[src/design/sdo_dl_pkg.sv]
// ----------------------------------------------------------------------------
// sdo_dl_pkg
// Types and constants shared by the SDO segmented download client.
// ----------------------------------------------------------------------------
package sdo_dl_pkg;

	typedef enum logic [1:0] {
		OP_START,
		OP_DATA,
		OP_REPLY,
		OP_ERROR
	} op_t;

	typedef enum logic [1:0] {
		KIND_FRAME,
		KIND_DONE,
		KIND_FAIL
	} kind_t;

	typedef enum logic [2:0] {
		CAUSE_NONE,
		CAUSE_TRANSPORT,
		CAUSE_REPLY_ID,
		CAUSE_INDEX,
		CAUSE_SUBINDEX,
		CAUSE_COMMAND,
		CAUSE_UNEXPECTED
	} cause_t;

	localparam logic [10:0] TX_BASE      = 11'h600;
	localparam logic [10:0] RX_BASE      = 11'h580;
	localparam logic [7:0]  CMD_INITIATE = 8'h20;
	localparam logic [7:0]  CMD_INIT_ACK = 8'h60;
	localparam logic [7:0]  CMD_SEG_ACK  = 8'h20;
	localparam logic [7:0]  TOGGLE_MASK  = 8'h10;
	localparam logic        LAST_FLAG    = 1'b1;
	localparam logic [2:0]  SEG_BYTES    = 3'd7;

	typedef struct packed {
		op_t         op;
		logic [15:0] object_index;
		logic [7:0]  object_subindex;
		logic [15:0] total_size;
		logic [7:0]  data_byte;
		logic [10:0] reply_id;
		logic [7:0]  reply_command;
		logic [15:0] reply_index;
		logic [7:0]  reply_subindex;
	} item_t;

	typedef struct packed {
		logic        valid;
		kind_t       kind;
		logic [10:0] frame_id;
		logic [63:0] frame_bytes;
		cause_t      cause;
	} result_t;

endpackage

[src/design/sdo_dl_engine.sv]
// ----------------------------------------------------------------------------
// sdo_dl_engine
// Transfer state and one-item step logic: builds initiate and segment
// frames, checks replies, reports finish or failure.
// ----------------------------------------------------------------------------
module sdo_dl_engine (
	input  logic               clk,
	input  logic               arst_n,
	input  logic               step,
	input  sdo_dl_pkg::item_t  item,
	input  logic [6:0]         node_id,
	output sdo_dl_pkg::result_t res
);

	typedef enum logic [1:0] {
		PH_IDLE,
		PH_INIT_WAIT,
		PH_GATHER,
		PH_SEG_WAIT
	} phase_t;

	phase_t      phase_q, phase_d;
	logic        toggle_q, toggle_d;
	logic [15:0] left_q, left_d;
	logic [55:0] store_q, store_d;
	logic [2:0]  fill_q, fill_d;
	logic [15:0] idx_q, idx_d;
	logic [7:0]  sub_q, sub_d;
	logic        last_q, last_d;
	logic        do_clear;

	logic [10:0] tx_id;
	logic [10:0] rx_id;
	logic [55:0] store_ins;
	logic [2:0]  fill_inc;
	logic [15:0] left_dec;
	logic        seg_last;
	logic [7:0]  seg_cmd;
	logic [7:0]  ack_cmd;

	assign tx_id    = sdo_dl_pkg::TX_BASE + {4'b0, node_id};
	assign rx_id    = sdo_dl_pkg::RX_BASE + {4'b0, node_id};
	assign fill_inc = fill_q + 3'd1;
	assign left_dec = left_q - 16'd1;
	assign seg_last = (left_dec == 16'd0);
	assign seg_cmd  = {3'b000, toggle_q, sdo_dl_pkg::SEG_BYTES - fill_inc,
		seg_last & sdo_dl_pkg::LAST_FLAG};
	assign ack_cmd  = sdo_dl_pkg::CMD_SEG_ACK | (toggle_q ? sdo_dl_pkg::TOGGLE_MASK : 8'h00);

	// drop the new byte into the lane picked by the fill count
	always_comb begin
		store_ins = store_q;
		for (int i = 0; i < 7; i++) begin
			if (fill_q == 3'(i))
				store_ins[8*i +: 8] = store_q[8*i +: 8] | item.data_byte;
		end
	end

	always_comb begin
		phase_d  = phase_q;
		toggle_d = toggle_q;
		left_d   = left_q;
		store_d  = store_q;
		fill_d   = fill_q;
		idx_d    = idx_q;
		sub_d    = sub_q;
		last_d   = last_q;
		do_clear = 1'b0;
		res      = '0;

		if (phase_q == PH_IDLE) begin
			if (item.op == sdo_dl_pkg::OP_START) begin
				phase_d  = PH_INIT_WAIT;
				toggle_d = 1'b0;
				left_d   = item.total_size;
				store_d  = '0;
				fill_d   = '0;
				idx_d    = item.object_index;
				sub_d    = item.object_subindex;
				last_d   = 1'b0;
				res.valid       = 1'b1;
				res.kind        = sdo_dl_pkg::KIND_FRAME;
				res.frame_id    = tx_id;
				res.frame_bytes = {32'h0, item.object_subindex, item.object_index,
					sdo_dl_pkg::CMD_INITIATE};
			end
		end else begin
			case (item.op)
				sdo_dl_pkg::OP_START: begin
					do_clear  = 1'b1;
					res.valid = 1'b1;
					res.kind  = sdo_dl_pkg::KIND_FAIL;
					res.cause = sdo_dl_pkg::CAUSE_UNEXPECTED;
				end
				sdo_dl_pkg::OP_ERROR: begin
					do_clear  = 1'b1;
					res.valid = 1'b1;
					res.kind  = sdo_dl_pkg::KIND_FAIL;
					res.cause = sdo_dl_pkg::CAUSE_TRANSPORT;
				end
				sdo_dl_pkg::OP_DATA: begin
					if (phase_q != PH_GATHER) begin
						do_clear  = 1'b1;
						res.valid = 1'b1;
						res.kind  = sdo_dl_pkg::KIND_FAIL;
						res.cause = sdo_dl_pkg::CAUSE_UNEXPECTED;
					end else begin
						store_d = store_ins;
						fill_d  = fill_inc;
						left_d  = left_dec;
						if (fill_inc == sdo_dl_pkg::SEG_BYTES || seg_last) begin
							last_d          = seg_last;
							phase_d         = PH_SEG_WAIT;
							res.valid       = 1'b1;
							res.kind        = sdo_dl_pkg::KIND_FRAME;
							res.frame_id    = tx_id;
							res.frame_bytes = {store_ins, seg_cmd};
						end
					end
				end
				sdo_dl_pkg::OP_REPLY: begin
					res.valid = 1'b1;
					res.kind  = sdo_dl_pkg::KIND_FAIL;
					do_clear  = 1'b1;
					if (phase_q == PH_GATHER)
						res.cause = sdo_dl_pkg::CAUSE_UNEXPECTED;
					else if (item.reply_id != rx_id)
						res.cause = sdo_dl_pkg::CAUSE_REPLY_ID;
					else if (phase_q == PH_INIT_WAIT) begin
						if (item.reply_index != idx_q)
							res.cause = sdo_dl_pkg::CAUSE_INDEX;
						else if (item.reply_subindex != sub_q)
							res.cause = sdo_dl_pkg::CAUSE_SUBINDEX;
						else if (item.reply_command != sdo_dl_pkg::CMD_INIT_ACK)
							res.cause = sdo_dl_pkg::CAUSE_COMMAND;
						else if (left_q == 16'd0)
							res.kind = sdo_dl_pkg::KIND_DONE;
						else begin
							res.valid = 1'b0;
							do_clear  = 1'b0;
							phase_d   = PH_GATHER;
							store_d   = '0;
							fill_d    = '0;
						end
					end else begin
						if (item.reply_command != ack_cmd)
							res.cause = sdo_dl_pkg::CAUSE_COMMAND;
						else if (last_q)
							res.kind = sdo_dl_pkg::KIND_DONE;
						else begin
							res.valid = 1'b0;
							do_clear  = 1'b0;
							toggle_d  = ~toggle_q;
							phase_d   = PH_GATHER;
							store_d   = '0;
							fill_d    = '0;
						end
					end
				end
				default: ;
			endcase
		end
	end

	always_ff @(posedge clk or negedge arst_n) begin
		if (!arst_n) begin
			phase_q  <= PH_IDLE;
			toggle_q <= 1'b0;
			left_q   <= '0;
			store_q  <= '0;
			fill_q   <= '0;
			idx_q    <= '0;
			sub_q    <= '0;
			last_q   <= 1'b0;
		end else if (step) begin
			if (do_clear) begin
				phase_q  <= PH_IDLE;
				toggle_q <= 1'b0;
				left_q   <= '0;
				store_q  <= '0;
				fill_q   <= '0;
				idx_q    <= '0;
				sub_q    <= '0;
				last_q   <= 1'b0;
			end else begin
				phase_q  <= phase_d;
				toggle_q <= toggle_d;
				left_q   <= left_d;
				store_q  <= store_d;
				fill_q   <= fill_d;
				idx_q    <= idx_d;
				sub_q    <= sub_d;
				last_q   <= last_d;
			end
		end
	end

	a_gather_fill: assert property (@(posedge clk) disable iff (!arst_n)
		phase_q == PH_GATHER |-> fill_q != sdo_dl_pkg::SEG_BYTES)
		else $error("segment fill overran while gathering");

	a_gather_left: assert property (@(posedge clk) disable iff (!arst_n)
		phase_q == PH_GATHER |-> left_q != 16'd0)
		else $error("gathering with no bytes left");

	a_idle_clean: assert property (@(posedge clk) disable iff (!arst_n)
		phase_q == PH_IDLE |-> (!toggle_q && !last_q && fill_q == 3'd0))
		else $error("idle with stale transfer state");

	a_end_to_idle: assert property (@(posedge clk) disable iff (!arst_n)
		(step && res.valid && res.kind != sdo_dl_pkg::KIND_FRAME) |=> phase_q == PH_IDLE)
		else $error("finish or failure did not return to idle");

endmodule

[src/design/sdo_segmented_download_client_core.sv]
// ----------------------------------------------------------------------------
// sdo_segmented_download_client_core
// Client side of a CANopen SDO segmented download.
// ----------------------------------------------------------------------------
// Requests enter on the s_axis stream: tuser carries the op (start, data
// byte, reply frame, transport error), tdata the start, data and reply
// fields. Results leave on m_axis: tuser is the kind (frame to send,
// finished, failed), tdata the frame identifier, eight frame bytes and the
// failure cause. cfg_we/cfg_wdata write the server node number.
// Each request is registered, then handled in one step of short compare and
// lane-insert logic that writes the result register, which drives m_axis.
// One request per cycle is taken as long as the result register drains; a
// request that produces no result (data byte mid-segment, good reply ack)
// still waits while a result is held on m_axis.
// When m_axis stalls with a result held, the input register fills and then
// s_axis_tready drops until the result is taken.
// Reset empties both registers, returns the transfer to idle and sets the
// node number to 1.
// ----------------------------------------------------------------------------
module sdo_segmented_download_client_core (
	input  logic        clk,
	input  logic        arst_n,
	input  logic        cfg_we,
	input  logic [6:0]  cfg_wdata,
	input  logic        s_axis_tvalid,
	output logic        s_axis_tready,
	// object_index, object_subindex, total_size, data_byte, reply_id,
	// reply_command, reply_index, reply_subindex, zero pad
	input  logic [95:0] s_axis_tdata,
	// op
	input  logic [1:0]  s_axis_tuser,
	output logic        m_axis_tvalid,
	input  logic        m_axis_tready,
	// frame_id, frame_bytes, fail_cause, zero pad
	output logic [79:0] m_axis_tdata,
	// out_kind
	output logic [1:0]  m_axis_tuser
);

	logic [6:0]          node_id_q;
	logic                item_valid_s1;
	sdo_dl_pkg::item_t   item_s1;
	logic                out_valid_s2;
	sdo_dl_pkg::result_t out_s2;
	sdo_dl_pkg::result_t res;
	logic                step;

	assign step          = item_valid_s1 && (!out_valid_s2 || m_axis_tready);
	assign s_axis_tready = !item_valid_s1 || step;

	always_ff @(posedge clk or negedge arst_n) begin
		if (!arst_n)
			node_id_q <= 7'd1;
		else if (cfg_we)
			node_id_q <= cfg_wdata;
	end

	always_ff @(posedge clk or negedge arst_n) begin
		if (!arst_n)
			item_valid_s1 <= 1'b0;
		else if (s_axis_tready)
			item_valid_s1 <= s_axis_tvalid;
	end

	always_ff @(posedge clk) begin
		if (s_axis_tvalid && s_axis_tready) begin
			item_s1.op              <= sdo_dl_pkg::op_t'(s_axis_tuser);
			item_s1.object_index    <= s_axis_tdata[15:0];
			item_s1.object_subindex <= s_axis_tdata[23:16];
			item_s1.total_size      <= s_axis_tdata[39:24];
			item_s1.data_byte       <= s_axis_tdata[47:40];
			item_s1.reply_id        <= s_axis_tdata[58:48];
			item_s1.reply_command   <= s_axis_tdata[66:59];
			item_s1.reply_index     <= s_axis_tdata[82:67];
			item_s1.reply_subindex  <= s_axis_tdata[90:83];
		end
	end

	sdo_dl_engine u_engine (
		.clk     (clk),
		.arst_n  (arst_n),
		.step    (step),
		.item    (item_s1),
		.node_id (node_id_q),
		.res     (res)
	);

	always_ff @(posedge clk or negedge arst_n) begin
		if (!arst_n)
			out_valid_s2 <= 1'b0;
		else if (step)
			out_valid_s2 <= res.valid;
		else if (m_axis_tready)
			out_valid_s2 <= 1'b0;
	end

	always_ff @(posedge clk) begin
		if (step && res.valid)
			out_s2 <= res;
	end

	assign m_axis_tvalid = out_valid_s2;
	assign m_axis_tuser  = out_s2.kind;
	assign m_axis_tdata  = {2'b00, out_s2.cause, out_s2.frame_bytes, out_s2.frame_id};

endmodule

[config.mk]
export PLATFORM = sky130hd
export DESIGN_NAME = sdo_segmented_download_client_core
export DESIGN_NICKNAME = d
export VERILOG_FILES = /design/src/design/sdo_dl_pkg.sv /design/src/design/sdo_dl_engine.sv /design/src/design/sdo_segmented_download_client_core.sv
export SDC_FILE = /design/constraint.sdc
export NUM_CORES = 1
export LEC_CHECK = 0
export BUFFER_PORTS_ARGS = -buffer_cell sky130_fd_sc_hd__clkbuf_2
export CORE_AREA = 2 2 226 228
export DETAILED_ROUTE_END_ITERATION = 8
export DIE_AREA = 0 0 228 230
export PLACE_DENSITY = 0.41
export SETUP_SLACK_MARGIN = 0.1
export SYNTH_ARGS = -nofsm -noshare
export SYNTH_HDL_FRONTEND = slang
export SYNTH_SLANG_ARGS = --single-unit
[constraint.sdc]
create_clock -name clk -period 12.25 [get_ports clk]
set_input_delay 1.8375 -clock clk [delete_from_list [all_inputs] [get_ports clk]]
set_output_delay 1.8375 -clock clk [all_outputs]
set_load 0.02 [all_outputs]
==> results.ini <==
[cells_and_area]
stdcell_area_mm2=0.0148
utilization_pct=29.8
drive_gt1_share_pct=25.2
syn2layout_area_growth_pct=20.0
final_nets=1270
instances_no_fill=1845
num_antenna_cells=0

[synthesis]
synth_top_cell_by_area=edfxtp_1
synthesis.instances=1006
syn_avg_cell_area_um2=12.3
synth_top_area_share_pct=40.8
ys_seq_area_share_pct=63.4
synth_seq_cells=280
synth_area_leaders=edfxtp_1 (41%), dfrtp_1 (22%), a21oi_1 (4.0%)
synth_async_sr_flop_share_pct=40.0
yosysWarnings=0
synth_cell_type_count=71
synth_area_mm2=0.0124
ys.flop_type=edfxtp_1
synth-edff-count=168

[critical_path]
r2r_start=item_s1[25]
r2r_end=m_axis_tdata[52]
worstPathRequired_ps=12260
cp_data_arrival_time_ps=4600
cp-end-kind=register
rrSetupSlack_ps=7660
cp-start-kind=input port
crit_fanout=75
reg2reg_depth=7
criticalPathCategory=input port to register

[global_route]
gr-total-overflow=0
grt_pass1_vias=8543
grt_max_degree=76
grt_first_pass_wirelength_um=53800
grt_use_total_pct=13.4
antenna_found_initial=1

[cts]
insertion_delay_ps=540
cts-root-buf=clkbuf_16
clk_pin_slew_ps=60
cts_buffers=34
hold_buffers=0
htreeDepth=2
cts_tree=built
clock_path_buffers=3
post_cts_buffers=0
clock-sinks=280
cts-resized-gates=0

[placement]
place_area_mm2=0.0138
dpl.hpwl_um=23500
dpl.cell_count=1784
place_congestion=0.757
place_ws_ps=7040
port-buffer-count=182

[die]
die_y_um=230
start_util_pct=24.8
die-area_mm2=0.0524
die_width_um=228
io_pins=194
coreArea_mm2=0.0499
num_rows=82

[worst_hold_path]
holdCritStartpoint=u_engine.store_q[27]
hold_path_class=register to register
hold_end=u_engine.store_q[27]
holdPathStages=2

[route]
drtIter0Drc=629
dr_total_vias=8569
drtPass1Iterations=4
avgRoutedWirePerCell_um=19.3
wl_um=35600
avgViaCountPerCell=4.64
drc=0
ant_nets=0

[sta]
setup_violations=0
timing.final.crit_share_pct=37.5
hold-worst-slack_ps=492
fin_tns_setup_ps=0
report.final.hold_viol_count=0
drv_slew=0
setup_ws_ps=7660
layout_min_cycle_time_ps=4590
slew_headroom_pct=23.9
grt_setup_unrepaired=no
skew_ps=24.3
worstMarginPinSlew_ps=1140
fmaxAchievable_mhz=218

[pwr]
powerDensity_mw_per_mm2=213
ir_worst_vdd_v=0.0000874
leakage_nw=5.77
finalPower_mw=3.16

[run_status]
status=complete, no violations

[run]
maxCapViolations=0

registers in the layout, summed over array words and instances (netlist names):
signal and cells:
item_s1 93, m_axis_tdata 73, u_engine.store_q 56, u_engine.idx_q 16, u_engine.left_q 16, u_engine.sub_q 8, node_id_q 7, u_engine.fill_q 3
m_axis_tuser 2, u_engine.phase_q 2, item_valid_s1 1, m_axis_tvalid 1, u_engine.last_q 1, u_engine.toggle_q 1
worst max-delay path, stage by stage:
cell and delay, ps:
clkbuf_2 90, nand2b_1 200, nand2_1 120, or2_2 510
a21o_1 900, nand2_4 900
cell type report:
cell class | instances | area (um2)
clock buffer | 45 | 923
clock inverter | 16 | 129
fill | 5189 | 35000
inverter | 15 | 56.3
multi-input combinational | 623 | 4050
sequential | 280 | 7850
tap | 672 | 841
timing repair buffer | 194 | 1000
worst max-delay path by stage:
stage / from / cells past startpoint / to
after floorplan: m_axis_tready / 8 / m_axis_tdata[0]
after global placement: m_axis_tready / 6 / m_axis_tdata[56]
after detailed placement: m_axis_tready / 6 / m_axis_tdata[51]
after CTS: u_engine.idx_q[6] / 7 / m_axis_tdata[51]
after global routing: item_s1[25] / 7 / m_axis_tdata[56]
final: m_axis_tready / 6 / m_axis_tdata[52]
logic make-up after synthesis:
group                      share of synthesized area [%]
buffers and inverters                               4.33
muxes                                              0.910
DFF                                                 63.4
adders and majority gates                           1.21
other                                             0.0303
xor gates and xnor gates                            2.48
AOI/OAI and AO/OA                                   13.9
and+or+nand+nor                                     13.7
per-layer routing:
metal	part of all wire, %	up-vias	track usage (%)
met3	4.9	42	2.80
met5	0	-	0
met2	45	230	20.1
met4	2.0	0	4.00
met1	48	4252	19.4
li1	-	4045	-
cell usage in the layout (no fill, tap or decap), drive strengths merged, types with 13 or more instances in the layout:
| master | instances |
|---|---|
| clkbuf | 226 |
| edfxtp | 168 |
| dfrtp | 111 |
| a21oi | 99 |
| nor2 | 86 |
| nand2 | 58 |
| nor3 | 52 |
| xor2 | 33 |
| nand4 | 29 |
| a31oi | 26 |
| o31ai | 26 |
| a22o | 25 |
| and2 | 17 |
| inv | 17 |
| nor4 | 16 |
| buf | 13 |
report_power, final:
part	switching, mW	internal (mW)
clock	0.398	0.573
combinational	0.553	0.258
sequential	0.161	1.22
total	1.11	2.05
cell usage after synthesis, types with 8 or more instances:
cell type,instances
edfxtp_1,168
dfrtp_1,111
a21oi_1,98
nor2_1,85
nand2_1,58
nor3_1,51
clkbuf_1,50
xor2_1,33
nand4_1,29
a31oi_1,26
a22o_1,25
o31ai_2,23
and2_1,17
inv_1,15
nor4_1,14
buf_4,13
ha_1,12
buf_2,11
o2111ai_1,11
buf_1,10
mux2_2,10
nand3_1,10
buf_6,9
or4_1,8
Power figures use the tool's default switching activity.
